--- src/rtl/core/pn2d_pkg.sv ---
// shared constants and types for the 2d gradient noise pipeline
// no dependencies; imported by pn2d_qsine and perlin_noise_2d
`default_nettype none

package pn2d_pkg;

  // corner hash multipliers
  localparam logic [31:0] HASH_K1 = 32'd3284157443;
  localparam logic [31:0] HASH_K2 = 32'd1911520717;
  localparam logic [31:0] HASH_K3 = 32'd2048419325;

  // quarter-wave sine polynomial coefficients, q16
  localparam logic [16:0] SIN_A = 17'd102944;
  localparam logic [15:0] SIN_B = 16'd42334;
  localparam logic [12:0] SIN_C = 13'd4926;

  // one in q16, and the largest sine value in q1.14
  localparam logic [16:0] ONE_Q16  = 17'd65536;
  localparam logic [14:0] SIN_MAX  = 15'd16384;

  // register stages from input to output register
  localparam int unsigned NSTG = 15;

  // stages inside the sine unit
  localparam int unsigned SIN_LAT = 4;

  typedef logic signed [17:0] off_t;   // q16 offset, upper corner included
  typedef logic signed [15:0] grad_t;  // gradient component, q1.14
  typedef logic signed [19:0] dot_t;   // corner dot product, q16
  typedef logic signed [19:0] wgt_t;   // smoothstep weight, q16
  typedef logic signed [27:0] row_t;   // blend along x, q16
  typedef logic signed [35:0] val_t;   // final blend, q16

endpackage

`default_nettype wire

--- src/rtl/core/pn2d_qsine.sv ---
// four-stage quarter-wave sine unit, sin(pi/2 z) in q1.14 from z in q16
// depends on pn2d_pkg
`default_nettype none

module pn2d_qsine
  import pn2d_pkg::*;
(
  input  wire logic        clk,
  input  wire logic        en,
  input  wire logic [16:0] z_i,
  output logic      [14:0] s_o
);

  logic [16:0] z2_r;
  logic [16:0] za_r;
  logic [16:0] zb_r;
  logic [16:0] zc_r;
  logic [16:0] z2b_r;
  logic [15:0] tb_r;
  logic [16:0] ta_r;
  logic [14:0] s_r;

  logic [33:0] z2_full;
  logic [29:0] ct_full;
  logic [12:0] ct;
  logic [32:0] bt_full;
  logic [15:0] bt;
  logic [33:0] at_full;
  logic [16:0] at;
  logic [14:0] at_q14;

  // stage 1: z squared
  assign z2_full = z_i * z_i;
  // stage 2: c*z2 taken from b
  assign ct_full = SIN_C * z2_r;
  assign ct      = ct_full[28:16];
  // stage 3: that times z2 taken from a
  assign bt_full = tb_r * z2b_r;
  assign bt      = bt_full[31:16];
  // stage 4: times z, to q1.14, clamp
  assign at_full = ta_r * zc_r;
  assign at      = at_full[32:16];
  assign at_q14  = at[16:2];

  always_ff @(posedge clk) begin
    if (en) begin
      z2_r  <= z2_full[32:16];
      za_r  <= z_i;
      tb_r  <= SIN_B - {3'd0, ct};
      z2b_r <= z2_r;
      zb_r  <= za_r;
      ta_r  <= SIN_A - {1'b0, bt};
      zc_r  <= zb_r;
      s_r   <= (at_q14 > SIN_MAX) ? SIN_MAX : at_q14;
    end
  end

  assign s_o = s_r;

endmodule

`default_nettype wire

--- config.mk ---
export PLATFORM = sky130hd
export DESIGN_NAME = pn2d_qsine
export DESIGN_NICKNAME = d
export VERILOG_FILES = /design/src/rtl/core/pn2d_pkg.sv /design/src/rtl/core/pn2d_qsine.sv
export SDC_FILE = /design/constraint.sdc
export NUM_CORES = 2
export LEC_CHECK = 0
export ABC_AREA = 1
export BUFFER_PORTS_ARGS = -buffer_cell sky130_fd_sc_hd__buf_2
export CORE_MARGIN = 5
export CORE_UTILIZATION = 46
export DETAILED_ROUTE_END_ITERATION = 8
export SYNTH_ARGS = -nofsm -noshare
export SYNTH_HDL_FRONTEND = slang
export SYNTH_SLANG_ARGS = --single-unit
--- constraint.sdc ---
create_clock -name clk -period 6.5 [get_ports clk]
set_input_delay 0.65 -clock clk [delete_from_list [all_inputs] [get_ports clk]]
set_output_delay 0.65 -clock clk [all_outputs]
set_load 0.02 [all_outputs]
Yosys cells after proc, flatten, opt, wreduce, memory -nomap -nowiden
Cells that the tools add are included.
{"block": "word_totals", "word_cells": 15, "reg_bits": 133, "input_bits": 19}
{"block": "classes", "mul": 4, "add_sub_neg": 2, "order_cmp": 1}
{"operator": "$mul A17 B17 Y33", "n": 2}
{"operator": "$mul A16 B17 Y32", "n": 1}
{"operator": "$mul A12 B17 Y28 const A", "n": 1}
{"operator": "$sub A17 B16 Y17 const A", "n": 1}
{"operator": "$sub A16 B13 Y16 const A", "n": 1}
{"operator": "$gt A15 B15 Y1 const B", "n": 1}

Longest topological paths before layout
{"block": "depth", "word_depth": 2, "depth_mapped": 36, "depth_no_buf": 34}

Least setup slack after synthesis
OpenSTA, ideal clock, no wires.
{"block": "synth_timing", "path_kind": "input to register", "start": "in z_i[11]", "end": "reg z2_r[9], data pin", "required_ns": 6.241, "t_arrival_ns": 5.719, "stages": 26, "slack_ns": 0.522, "setup_ns": 0.259, "n_path_buf": 2, "path_cell_list": "clkbuf_1 -> clkbuf_1 -> nand2_1 -> fa_1 -> inv_1 -> fa_1 -> inv_1 -> fa_1 -> inv_1 -> fa_1 -> inv_1 -> fa_1 -> inv_1 -> fa_1 -> ha_1 -> a21oi_1 -> inv_1 -> nor2_1 -> inv_1 -> a21oi_1 -> inv_1 -> a21oi_1 -> nor2_1 -> nand2_1 -> nand2_1 -> xor2_1"}
{"block": "synth_between", "elab_chain_cells": 1}
{"element": "start: declaration", "line": "pn2d_qsine.sv:10", "rtl": "input wire logic [16:0] z_i,"}
{"element": "$mul A17 B17 Y33", "line": "pn2d_qsine.sv:33", "rtl": "assign z2_full = z_i * z_i;"}
{"element": "named net z2_full[25]", "line": "pn2d_qsine.sv:23", "rtl": "logic [33:0] z2_full;"}
{"element": "end signal: assignment", "line": "pn2d_qsine.sv:47", "rtl": "z2_r <= z2_full[32:16];"}
{"element": "end: declaration", "line": "pn2d_qsine.sv:14", "rtl": "logic [16:0] z2_r;"}
The timed path passes the listed nets, and every way through them passes these cells.
A chain may end at the register's enable or synchronous reset.

Worst setup path after layout
{"block": "layout_timing", "start": "reg z2b_r[9]", "end": "reg ta_r[7], data pin"}
{"block": "layout_between", "elab_chain_cells": 2}
{"element": "start: declaration", "line": "pn2d_qsine.sv:18", "rtl": "logic [16:0] z2b_r;"}
{"element": "start signal: assignment", "line": "pn2d_qsine.sv:50", "rtl": "z2b_r <= z2_r;"}
{"element": "$mul A16 B17 Y32", "line": "pn2d_qsine.sv:38", "rtl": "assign bt_full = tb_r * z2b_r;"}
{"element": "$sub A17 B16 Y17", "line": "pn2d_qsine.sv:52", "rtl": "ta_r <= SIN_A - {1'b0, bt};"}
{"element": "end signal: assignment", "line": "pn2d_qsine.sv:52"}
{"element": "end: declaration", "line": "pn2d_qsine.sv:20", "rtl": "logic [16:0] ta_r;"}
Every way passes these cells.

==> metrics.yaml <==
area.growth.synth_to_final_pct: 8.776
residual_overflow_from_global_routing: 0
fill_cells: 7663
htree_num_levels: 4
numPortBuffers: 33
timing.max_slew.rel_slack_pct: 46.54
critical_path.max_fanout: 10
via_count: 27350
synth.lib_cells_used.distinct: 46
global_route_wire_length_before_repair_mm: 149.4
floorplan.io_pins: 34
synth_seq_cells: 131
routabilityCongestion: 0.9339
cp_slowest_cell: "sky130_fd_sc_hd__fa_1"
grt_antenna_before_repair: 8
die_w_um: 290.9
numPlacedInstances: 5607
syn-instance-count: 4524
cts.sinks: 131
report.final.hold_viol_count: 0
design.final.nets: 5717
unrepaired_setup_endpoints_after_global_routing: "true"
synth.net_count: 5629
grt.total_usage_pct: 21.83
cts.path.max_buffers: 2
required_time_reported_for_the_critical_path_endpoint_ps: 6700
final_min_period_over_clock_period_pct: 95.58
maxCapViolations: 0
antenna_left: 0
non_filler_instance_count_after_layout: 5678
final_layout_size_suffix_gt1_share_pct: 7.114
fmax_mhz: 161.0
post_cts_hold_buffer_count: 0
placeableCoreArea_um2: 78610
detail_route.wirelength_mm: 88.50
multiInputGateArea_um2: 26690
min_period_ps: 6212
setup_viol_count_final: 0
cts_tree: "yes"
critPathCaptureType: "flip-flop"
routedLengthMet1_mm: 37.10
holdWs_ps: 411.3
floorplan.die_area_um2: 84590
synthesis.yosys.warnings: 0
grt_start_max_net_pins: 79
fraction_of_the_yosys_area_taken_by_sequential_cells_pct: 10.84
worst_pin_slew_ps: 801.9
run_status: "completed"
drt_pass1_iterations: 5
drc_errors: 0
dieHeight_um: 290.9
clk_root_buffer_cell: "sky130_fd_sc_hd__clkbuf_16"
clock_slew_at_reported_path_ffs_ps: 70
worst_clock_skew_ps: 16.07
grt_pass1_vias: 29180
worst_hold_path_type: "flip-flop to flip-flop"
worst-setup-path-type: "flip-flop to flip-flop"
worst_path_arrival_ps: 6410
maxSlewViolCount: 0
floorplan.rows: 103
top_layer: "met4"
path_common_cell: "sky130_fd_sc_hd__nand2_1"
sequential_cell_area_um2: 3934
viasPerCell: 4.817
detailroute.wirelength.met3_mm: 3.391
syn_area_um2: 36280
average_wire_per_standard_cell_um: 15.59
startpoint_type: "flip-flop"
dr_wl_met2_mm: 45.23
dp.final_hpwl_mm: 77.19
critical_path.max_stage_delay_ps: 540
floorplan.initialDensity_pct: 46.15
first_iter_violations: 1451
clock_insertion_delay_worst_skew_ps: 470
syn_avg_cell_area_um2: 8.020
cts-buffers-inserted: 17
## critical path, delay by kind of cell, from the launching register on
| kind | cells | cell delay, ps |
|---|---|---|
| adder cells (fa/ha/maj) | 7 | 3300 |
| AND/OR/NAND/NOR | 10 | 1140 |
| buffers and inverters | 8 | 700 |
| flip-flops | 1 | 360 |
| AO/OA/AOI/OAI | 1 | 240 |
| XOR/XNOR | 1 | 190 |
## worst paths after layout
check	start	to	slack, ps	cells after the start
min reg2reg	zb_r[13]	zc_r[13]	410	0
min	zb_r[13]	zc_r[13]	410	0
max	z2b_r[9]	ta_r[7]	290	27
max reg2reg	z2b_r[9]	ta_r[7]	290	27
## per-stage QoR
stage	setup TNS [ps]	util, %	area, um2	worst slack [ps]
6_report	0	50.21	39470	287.6
2_1_floorplan	0	-	36280	521.8
5_1_grt	-136.5	50.21	39470	-41.93
3_5_place_dp	0	48.84	38400	131.9
4_1_cts	0	49.60	38990	108.8
3_3_place_gp	0	48.84	38400	174.9
## final cells by class
class | instances | area share [%]
multi-input cells | 2849 | 67.62
inverters | 1394 | 13.26
flip-flops and latches | 131 | 9.967
repair buffers | 219 | 4.308
well taps | 1050 | 3.329
clock buffers | 17 | 1.078
clock inverters | 15 | 0.4248
diodes | 3 | 0.01902
## cell usage in the layout (no fill, tap or decap), types with 3 or more instances in the layout
master / count
sky130_fd_sc_hd__xor2_2: 3
sky130_fd_sc_hd__or2_2: 3
sky130_fd_sc_hd__fa_1: 684
sky130_fd_sc_hd__clkinvlp_4: 4
sky130_fd_sc_hd__nand2_2: 13
sky130_fd_sc_hd__nand2_1: 1104
sky130_fd_sc_hd__a21boi_0: 5
sky130_fd_sc_hd__nand3_1: 90
sky130_fd_sc_hd__nor2_1: 165
sky130_fd_sc_hd__buf_2: 33
sky130_fd_sc_hd__ha_2: 5
sky130_fd_sc_hd__xnor2_1: 25
sky130_fd_sc_hd__a21oi_2: 17
sky130_fd_sc_hd__nand3b_1: 12
sky130_fd_sc_hd__a21o_1: 14
sky130_fd_sc_hd__diode_2: 3
sky130_fd_sc_hd__nor2_2: 8
sky130_fd_sc_hd__xor2_1: 32
sky130_fd_sc_hd__buf_4: 173
sky130_fd_sc_hd__nor3_1: 17
sky130_fd_sc_hd__o21ai_1: 13
sky130_fd_sc_hd__clkbuf_16: 17
sky130_fd_sc_hd__o21a_1: 8
sky130_fd_sc_hd__nand4_1: 17
sky130_fd_sc_hd__inv_6: 5
sky130_fd_sc_hd__nor3_2: 7
sky130_fd_sc_hd__o21ai_0: 52
sky130_fd_sc_hd__nand2_4: 3
sky130_fd_sc_hd__nor2_4: 4
sky130_fd_sc_hd__a21oi_1: 115
sky130_fd_sc_hd__inv_1: 1390
sky130_fd_sc_hd__buf_12: 11
sky130_fd_sc_hd__ha_1: 395
sky130_fd_sc_hd__o211ai_1: 3
sky130_fd_sc_hd__o21bai_1: 12
sky130_fd_sc_hd__inv_2: 4
sky130_fd_sc_hd__edfxtp_1: 131
## Yosys cell counts (all sizes together)
| library cell | count | share of area [%] |
|---|---|---|
| nand2 | 1120 | 12 |
| a21boi | 7 | 0.16 |
| or2 | 3 | 0.052 |
| xnor2 | 27 | 0.69 |
| o21bai | 12 | 0.25 |
| and3 | 2 | 0.034 |
| clkbuf | 144 | 1.5 |
| nor3 | 24 | 0.40 |
| buf | 6 | 0.12 |
| a21o | 14 | 0.29 |
| a211oi | 1 | 0.021 |
| a21oi | 132 | 1.9 |
| and2 | 2 | 0.034 |
| o21a | 8 | 0.17 |
| nand4 | 17 | 0.29 |
| nand3b | 12 | 0.25 |
| o221ai | 1 | 0.024 |
| inv | 1394 | 14 |
| xor2 | 35 | 0.89 |
| ha | 402 | 14 |
| o211ai | 3 | 0.062 |
| a31oi | 3 | 0.052 |
| edfxtp | 131 | 11 |
| nor2 | 177 | 1.9 |
| a221oi | 1 | 0.024 |
| nand3 | 92 | 1.3 |
| o21ai | 68 | 0.99 |
| fa | 684 | 38 |
| nor4 | 2 | 0.034 |
## routing by layer
metal	global-route usage [%]	vias to the layer above
met4	6.565	0
met1	27.38	13360
met2	39.82	584
li1	-	13260
met5	0	-
met3	2.335	149
## registers in the layout (all words and copies together) (netlist names)
name	cells
tb_r	14
zb_r	17
ta_r	17
s_o	15
z2_r	17
zc_r	17
z2b_r	17
za_r	17
## kinds of logic after synthesis
| group | Yosys count | share of synthesized area [%] |
|---|---|---|
| AO/OA/AOI/OAI | 250 | 3.955 |
| XOR/XNOR | 62 | 1.579 |
| flip-flops | 131 | 10.84 |
| AND/OR/NAND/NOR | 1451 | 15.99 |
| buffers and inverters | 1544 | 16.03 |
| adder cells (fa/ha/maj) | 1086 | 51.60 |
## repair_timing
item | CTS | global route
setup endpoints to repair | 0 | 24
setup buffers | 0 | 36
hold endpoints to repair | 0 | 0
gates resized for setup | 0 | 41
Power is left out: the tool's default activity adds up to more than one toggle a clock period on the data nets, which glitch-free logic cannot reach.
